File: src/rtl/assert_macros.svh
// Assertion macros used by the tree store top module.
// Depends on nothing; included inside module bodies.
`ifndef ASSERT_MACROS_SVH
`define ASSERT_MACROS_SVH
`define ASSERT_IMPLIES(label, clk, rst_n, a, b) \
  label: assert property (@(posedge clk) disable iff (!rst_n) (a) |-> (b)) \
    else $error("assertion failed");
`define ASSERT_NEXT(label, clk, rst_n, a, b) \
  label: assert property (@(posedge clk) disable iff (!rst_n) (a) |=> (b)) \
    else $error("assertion failed");
`endif

File: src/rtl/abst_pkg.sv
// Types and codes for the implicit-array binary search tree.
// Depends on nothing.
package abst_pkg;
  localparam logic [1:0] ACT_INSERT = 2'd0;
  localparam logic [1:0] ACT_SEARCH = 2'd1;
  localparam logic [1:0] ACT_MIN    = 2'd2;
  localparam logic [1:0] ACT_MAX    = 2'd3;
  localparam logic [2:0] ST_OK     = 3'd0;
  localparam logic [2:0] ST_DUP    = 3'd1;
  localparam logic [2:0] ST_NOROOM = 3'd2;
  localparam logic [2:0] ST_MISS   = 3'd3;
  localparam logic [2:0] ST_ZERO   = 3'd4;
  localparam int unsigned IDX_W = 10;

  typedef struct packed {
    logic [1:0]         action;
    logic signed [31:0] key;
  } req_t;

  typedef struct packed {
    logic [2:0]         status;
    logic               found;
    logic [5:0]         slot;
    logic signed [31:0] value;
  } rsp_t;

  // Walk token handed from one tree level to the next.
  typedef struct packed {
    logic               act;
    logic               done;
    req_t               req;
    logic [IDX_W-1:0]   idx;
    logic               wr;
    rsp_t               rsp;
  } tok_t;
endpackage

File: src/rtl/abst_ram.sv
// Generic single-port RAM with registered read.
// Depends on nothing.
module abst_ram #(
  parameter int unsigned WIDTH = 32,
  parameter int unsigned DEPTH = 32,
  parameter int unsigned AW    = 5
) (
  input  logic             clk_i,
  input  logic             we_i,
  input  logic [AW-1:0]    addr_i,
  input  logic [WIDTH-1:0] wdata_i,
  output logic [WIDTH-1:0] rdata_o
);
  logic [WIDTH-1:0] mem_q [DEPTH];

  always_ff @(posedge clk_i) begin
    if (we_i) begin
      mem_q[addr_i] <= wdata_i;
    end
    rdata_o <= mem_q[addr_i];
  end
endmodule

File: src/rtl/abst_level.sv
// One tree level: holds the slots of its depth and steps the walk token.
// Depends on abst_pkg and abst_ram.
module abst_level #(
  parameter int unsigned LEVEL = 0,
  parameter int unsigned NODES = 63
) (
  input  logic            clk_i,
  input  logic            rst_ni,
  input  logic            clr_i,
  input  abst_pkg::tok_t  tok_i,
  output abst_pkg::tok_t  tok_o
);
  import abst_pkg::*;

  localparam int unsigned FIRST = (1 << LEVEL) - 1;
  localparam int unsigned CNT   = 1 << LEVEL;
  localparam int unsigned AW    = (LEVEL == 0) ? 1 : LEVEL;

  logic [CNT-1:0]     vld_q;
  logic [AW-1:0]      addr;
  logic [IDX_W-1:0]   ofs;
  logic [31:0]        rdata;
  tok_t               t_q;
  tok_t               nx;
  logic signed [31:0] cur;
  logic               occ;
  logic [IDX_W:0]     lc;
  logic [IDX_W:0]     rc;
  logic [IDX_W:0]     nidx;

  assign ofs  = tok_i.idx - IDX_W'(FIRST);
  assign addr = (LEVEL == 0) ? '0 : AW'(ofs);

  abst_ram #(.WIDTH(32), .DEPTH(CNT), .AW(AW)) u_ram (
    .clk_i  (clk_i),
    .we_i   (tok_o.wr && tok_o.act),
    .addr_i (tok_o.wr ? AW'(tok_o.idx - IDX_W'(FIRST)) : addr),
    .wdata_i(tok_o.rsp.value),
    .rdata_o(rdata)
  );

  always_ff @(posedge clk_i or negedge rst_ni) begin
    if (!rst_ni) begin
      vld_q <= '0;
      t_q   <= '0;
    end else begin
      t_q <= tok_i;
      if (clr_i) begin
        vld_q <= '0;
      end else if (tok_o.act && tok_o.wr) begin
        vld_q[AW'(tok_o.idx - IDX_W'(FIRST))] <= 1'b1;
      end
    end
  end

  always_comb begin
    occ  = vld_q[AW'(t_q.idx - IDX_W'(FIRST))];
    cur  = occ ? $signed(rdata) : 32'sd0;
    lc   = {t_q.idx, 1'b1};
    rc   = {t_q.idx, 1'b0} + (IDX_W+1)'(2);
    nidx = lc;
    nx   = t_q;
    nx.wr = 1'b0;
    if (t_q.act && !t_q.done) begin
      if (t_q.req.action == ACT_MIN || t_q.req.action == ACT_MAX) begin
        if (!occ) begin
          nx.done = 1'b1;
          if (LEVEL == 0) begin
            nx.rsp = '{ST_MISS, 1'b0, 6'd0, 32'sd0};
          end
        end else begin
          nidx = (t_q.req.action == ACT_MIN) ? lc : rc;
          nx.rsp = '{ST_OK, 1'b0, t_q.idx[5:0], cur};
          if (nidx >= (IDX_W+1)'(NODES)) begin
            nx.done = 1'b1;
          end else begin
            nx.idx = IDX_W'(nidx);
          end
        end
      end else if (!occ) begin
        nx.done = 1'b1;
        if (t_q.req.action == ACT_INSERT) begin
          nx.wr  = 1'b1;
          nx.rsp = '{ST_OK, 1'b1, t_q.idx[5:0], t_q.req.key};
        end else begin
          nx.rsp = '{ST_MISS, 1'b0, 6'd0, 32'sd0};
        end
      end else if (t_q.req.key == cur) begin
        nx.done = 1'b1;
        nx.rsp = (t_q.req.action == ACT_INSERT) ?
                 '{ST_DUP, 1'b0, t_q.idx[5:0], cur} :
                 '{ST_OK, 1'b1, t_q.idx[5:0], cur};
      end else begin
        nidx = (t_q.req.key > cur) ? rc : lc;
        if (nidx >= (IDX_W+1)'(NODES)) begin
          nx.done = 1'b1;
          nx.rsp = (t_q.req.action == ACT_INSERT) ?
                   '{ST_NOROOM, 1'b0, 6'd0, 32'sd0} :
                   '{ST_MISS, 1'b0, 6'd0, 32'sd0};
        end else begin
          nx.idx = IDX_W'(nidx);
        end
      end
    end
  end

  assign tok_o = nx;
endmodule

File: src/rtl/array_bst_insert_search.sv
// Implicit-array binary search tree with insert, search, min and max.
// Path: an accepted request passes a register in each tree level and then the result
// register, one per tree level and one for the result register, before the beat is offered.
// Throughput: one item at a time; the input stays stalled until the result beat is taken.
// Reset empties the tree at once through per-slot valid bits.
module array_bst_insert_search #(
  parameter int unsigned NODES = 63
) (
  input  logic           clk_i,
  input  logic           rst_ni,
  input  logic           in_valid_i,
  output logic           in_stall_o,
  input  abst_pkg::req_t in_data_i,
  output logic           out_valid_o,
  input  logic           out_stall_i,
  output abst_pkg::rsp_t out_data_o
);
  import abst_pkg::*;

  localparam int unsigned LEVELS = $clog2(NODES + 1);

  tok_t tok [LEVELS+1];
  logic busy_q;
  logic ovld_q;
  rsp_t odat_q;
  tok_t head;

  always_comb begin
    head = '0;
    head.act = in_valid_i && !in_stall_o;
    head.req = in_data_i;
    if ((in_data_i.action == ACT_INSERT || in_data_i.action == ACT_SEARCH) &&
        in_data_i.key == 32'sd0) begin
      head.done = 1'b1;
      head.rsp  = '{ST_ZERO, 1'b0, 6'd0, 32'sd0};
    end
  end

  assign tok[0] = head;

  for (genvar g = 0; g < LEVELS; g++) begin : g_lvl
    abst_level #(.LEVEL(g), .NODES(NODES)) u_lvl (
      .clk_i (clk_i),
      .rst_ni(rst_ni),
      .clr_i (1'b0),
      .tok_i (tok[g]),
      .tok_o (tok[g+1])
    );
  end

  assign in_stall_o  = busy_q;
  assign out_valid_o = ovld_q;
  assign out_data_o  = odat_q;

  always_ff @(posedge clk_i or negedge rst_ni) begin
    if (!rst_ni) begin
      busy_q <= 1'b0;
      ovld_q <= 1'b0;
      odat_q <= '0;
    end else begin
      if (in_valid_i && !in_stall_o) begin
        busy_q <= 1'b1;
      end
      if (tok[LEVELS].act) begin
        ovld_q <= 1'b1;
        odat_q <= tok[LEVELS].rsp;
      end else if (ovld_q && !out_stall_i) begin
        ovld_q <= 1'b0;
        busy_q <= 1'b0;
      end
    end
  end

  `include "assert_macros.svh"
  `ASSERT_IMPLIES(a_busy_out, clk_i, rst_ni, ovld_q, busy_q)
  `ASSERT_IMPLIES(a_no_take, clk_i, rst_ni, busy_q, in_stall_o)
  `ASSERT_NEXT(a_result, clk_i, rst_ni, tok[LEVELS].act, ovld_q)
endmodule

File: config.mk
export PLATFORM = sky130hd
export DESIGN_NAME = array_bst_insert_search
export DESIGN_NICKNAME = d
export VERILOG_FILES = /design/src/rtl/abst_pkg.sv /design/src/rtl/abst_ram.sv /design/src/rtl/abst_level.sv /design/src/rtl/array_bst_insert_search.sv
export VERILOG_INCLUDE_DIRS = /design/src /design/src/rtl
export SDC_FILE = /design/constraint.sdc
export NUM_CORES = 2
export LEC_CHECK = 0
export ABC_AREA = 1
export BUFFER_PORTS_ARGS = -buffer_cell sky130_fd_sc_hd__buf_2
export CORE_ASPECT_RATIO = 0.5
export CORE_MARGIN = 2
export CORE_UTILIZATION = 58
export CTS_BUF_LIST = sky130_fd_sc_hd__clkbuf_4
export DETAILED_ROUTE_END_ITERATION = 10
export GPL_TIMING_DRIVEN = 0
export PLACE_DENSITY = 0.74
export SYNTH_ARGS = -nofsm -noshare
export SYNTH_HDL_FRONTEND = slang
export SYNTH_SLANG_ARGS = --single-unit
File: constraint.sdc
create_clock -name clk_i -period 9.15 [get_ports clk_i]
set_input_delay 0.4575 -clock clk_i [delete_from_list [all_inputs] [get_ports clk_i]]
set_output_delay 0.4575 -clock clk_i [all_outputs]
set_load 0.005 [all_outputs]
==> impl_results.md <==
- Via count: 97,613
- Vias in the first global route: 92,361
- Filler cells: 15,581
- Skew final: 0.1058 ns
- Number of flops mapped to enable cells by yosys: 2,016
- Initial antenna violation count: 28
- First-pass GRT wire length: 572,300 microns
- Overall Power: 37,020 uW
- Critical path buffer and inverter count: 9
- Adder-Cell Fraction of Synth Area: 0.02258
- Post-route cell area: 138,300 sq um
- Max-Cap Viols: 3
- Post-DP HPWL: 265,100 microns
- Synthesized cell area: 120,800 sq um
- Least-Margin Pin Slew: 1.531 ns
- CTS tree: done
- Max Transition Viols Final: 21
- Final RePlAce weighted congestion: 0.9856
- Mux share of post-synthesis cell area: 0.003076
- Placed Area: 128,300 sq um
- Post-synthesis sequential area ratio: 0.6471
- Peak VDD IR: 0.1779 mV
- WP data required: 10.12 ns
- Kind of critical path: reg -> reg
- Failing checks: max-capacitance violations, max-slew violations
- Hold Fails Final Rpt: 0
- Layout cell share with drive strength beyond 1: 0.1449
- Crit-path leading delay family: simple AND/OR/NAND/NOR gates
- Avg Inst Size Synth: 10.06 sq um
- Clock transition at path regs: 0.07 ns
- Post-Synthesis Cells: 12,012
- Final worst setup slack: 0.2197 ns
- Area of the multi-input gates: 38,770 sq um
- Post-synth ARST share: 0.1997
- Crit Path Max Fanout: 17
- Die area: 212,200 sq um
- Yosys cell types: 72
- Residual DRC: 0
- I/O pin total: 82
- Synth Area in Compound Gates: 0.06246
- Congestion Overflow GR: 0
- Crit. End Element: flop
- Post-layout util: 0.6680
- Dpl ws: -1.558 ns
- Net count, final: 13,250
- Longest Clk Path Bufs: 4
- Register Area: 78,170 sq um
- Drt wl/cell: 24.02 microns
- Layout Area Growth over Synthesis: 14.46%
- CP max-delay cell: nor4_1
- Routed wire length: 390,200 microns
- Synth Flop Type: edfxtp_1
- Crit path launch type: flop
- Initial core utilization: 0.5836
- Endpoints failing setup: 0
- Leakage: 0.05781 uW
- Max incr delay on CP: 0.56 ns
- XOR/XNOR Fraction of Synth Area: 0.001336
- Fmax: 112.0 MHz
- Clk sinks: 2,759
- Pre-Repair DR Iteration Count: 7
- Root Driver: clkbuf_4
- Simple-gate share of the synthesized area: 0.2234
- Clock latency on the worst-skew pair: 1.36 ns
- Yosys reg bits: 2,759
- Core area: 207,000 sq um
- Total GRT Usage: 0.3602
- Chip Width: 649.4 microns
- Final ANT Viol Nets: 0
- Pwr/cell area: 267.7 nW/um^2
- H-tree Lvls: 6
- IO buf count: 81
- DR iter-0 viols: 14,037
- Final period util: 0.9760
- Die H: 326.7 microns
- Status: finished, violations left
- Fin crit period: 8.930 ns
- Largest family of logic cells by synthesized area: simple AND/OR/NAND/NOR gates
- Synth Warn #: 0
- Total CTS buffers: 614
- Worst min-delay path class: in -> reg
- Largest net degree at the start of global routing: 126
- CP arrival: 9.90 ns
- Site row count: 118
- Via density: 6.010
- Rel. slew slack: -0.03152
==> synthesized netlist by cell type (all sizes together), types with 8 or more instances <==
| cell type | count | share of area |
|---|---|---|
| o211ai | 155 | 0.0097 |
| nand4 | 38 | 0.0020 |
| a22oi | 16 | 0.0011 |
| mux2 | 33 | 0.0031 |
| clkbuf | 301 | 0.0094 |
| nand3 | 1268 | 0.053 |
| buf | 411 | 0.019 |
| clkinv | 10 | 0.00031 |
| o21ai | 495 | 0.021 |
| a31oi | 16 | 0.00083 |
| o221ai | 138 | 0.010 |
| xor2 | 12 | 0.0011 |
| ha | 218 | 0.023 |
| a211oi | 9 | 0.00060 |
| nor4 | 19 | 0.0012 |
| o22ai | 14 | 0.00072 |
| dfxtp | 192 | 0.032 |
| a21oi | 338 | 0.014 |
| inv | 378 | 0.012 |
| nor3 | 27 | 0.0012 |
| nor2 | 266 | 0.0086 |
| dfrtp | 551 | 0.11 |
| o21a | 8 | 0.00050 |
| edfxtp | 2016 | 0.50 |
| o21bai | 31 | 0.0019 |
| nand2 | 5004 | 0.16 |
==> path summary, 6_finish.rpt <==
| kind | start | end | slack [ns] | cells after the start |
|---|---|---|---|---|
| worst min register to register | g_lvl[0].u_lvl.u_ram.mem_q[0][16] | g_lvl[0].u_lvl.u_ram.rdata_o[16] | 0.33 | 0 |
| max in group asynchronous | rst_ni | out_data_o[26] | 7.70 | 5 |
| worst min-delay path | in_data_i[2] | g_lvl[0].u_lvl.t_q[87] | 0.13 | 5 |
| worst max-delay path | g_lvl[4].u_lvl.lc[1] | g_lvl[5].u_lvl.u_ram.mem_q[11][31] | 0.22 | 33 |
| min in group asynchronous | rst_ni | g_lvl[0].u_lvl.tok_o[75] | 0.38 | 4 |
| worst max register to register | g_lvl[4].u_lvl.lc[1] | g_lvl[5].u_lvl.u_ram.mem_q[11][31] | 0.22 | 33 |
==> through the flow <==
stage / TNS (ns) / hold slack (ns) / cells
after floorplan: 0 / 0.1619 / 12015
after global placement: -5929.97 / 0.3242 / 14856
after detailed placement: -1236.86 / 0.3269 / 14995
after CTS: 0 / 0.005253 / 16215
after global routing: -0.6549 / 0.1058 / 16228
final: 0 / 0.1346 / 16241
==> logic make-up after synthesis <==
logic type / count (synthesis)
xor gates and xnor gates: 15
and+or+nand+nor: 6638
AOI/OAI and AO/OA: 1248
adders and majority gates: 218
buffers and inverters: 1100
muxes: 33
DFF: 2759
other: 1
==> metal layers <==
metal | global-route usage | part of all wire | wire length (microns) | vias up
met5 | 0 | 0.00035 | 136 | -
met3 | 0.1031 | 0.14 | 53900 | 1377
li1 | - | - | - | 43271
met1 | 0.4871 | 0.37 | 145400 | 46064
met2 | 0.5399 | 0.43 | 169700 | 6881
met4 | 0.1752 | 0.054 | 21040 | 20
==> where the power goes <==
group	switching, uW	leakage [uW]	internal (uW)
clock network	5010	0.00485	5190
registers	364	0.0273	14300
logic	8970	0.0256	3210
total	14300	0.0578	22700
==> layout make-up <==
type	count	area share
clock inverter	128	0.007420
antenna	19	0.0003439
tap	2760	0.02497
timing repair buffer	366	0.03457
inverter	388	0.01063
clock buffer	956	0.05190
buffer	707	0.02446
multi-input combinational	8158	0.2804
sequential	2759	0.5653
==> cells in the final DEF, fill, tap and decap left out, types with 16 or more instances in the layout <==
master	synthesis	layout
nand2_1	4979	4979
edfxtp_1	2016	2016
nand3_1	1255	1248
clkbuf_4	0	960
dfrtp_1	551	551
o21ai_0	465	387
inv_1	344	339
buf_2	260	339
a21oi_1	336	336
clkbuf_1	301	284
ha_1	218	218
nor2_1	257	203
dfxtp_1	192	192
o211ai_1	154	154
o221ai_1	137	137
buf_4	64	118
buf_12	0	78
clkinv_1	10	75
dlygate4sd3_1	0	74
buf_1	69	67
nor2_4	3	59
o21ai_2	8	46
buf_16	0	42
inv_2	33	40
nand4_1	37	37
o21ai_1	21	35
mux2_2	33	33
o21bai_1	31	31
buf_6	18	30
o21ai_4	1	27
buf_8	0	25
nor3_1	25	21
diode_2	0	19
nand2_2	19	19
nor4_1	17	17
a31oi_1	16	16
==> worst reg2reg max path: cells and delay by family, from the launching register on <==
kind                       cells  cell delay (ns)
adders and majority gates      4             1.58
AOI/OAI and AO/OA              4             0.81
buffers and inverters          9             2.34
DFF                            1             0.47
and+or+nand+nor               16             3.41
==> sequential cells by signal, summed over array words and instances, names as in the netlist <==
signal / cells
g_lvl.u_lvl.tok_o: 210
g_lvl.u_lvl.t_q: 204
out_data_o: 42
g_lvl.u_lvl.u_ram.rdata_o: 192
g_lvl.u_lvl.u_ram.mem_q: 2016
in_stall_o: 1
g_lvl.u_lvl.lc: 30
g_lvl.u_lvl.vld_q: 63
out_valid_o: 1
==> what timing repair did <==
item	4_1_cts	5_1_grt
resized for setup	15	38
hold endpoints to repair	492	0
endpoints found under the setup margin	1568	1567
cloned	2	0
buffers inserted	61	10
pin swaps	33	9
hold buffers	75	0
Power figures use the tool's default switching activity.
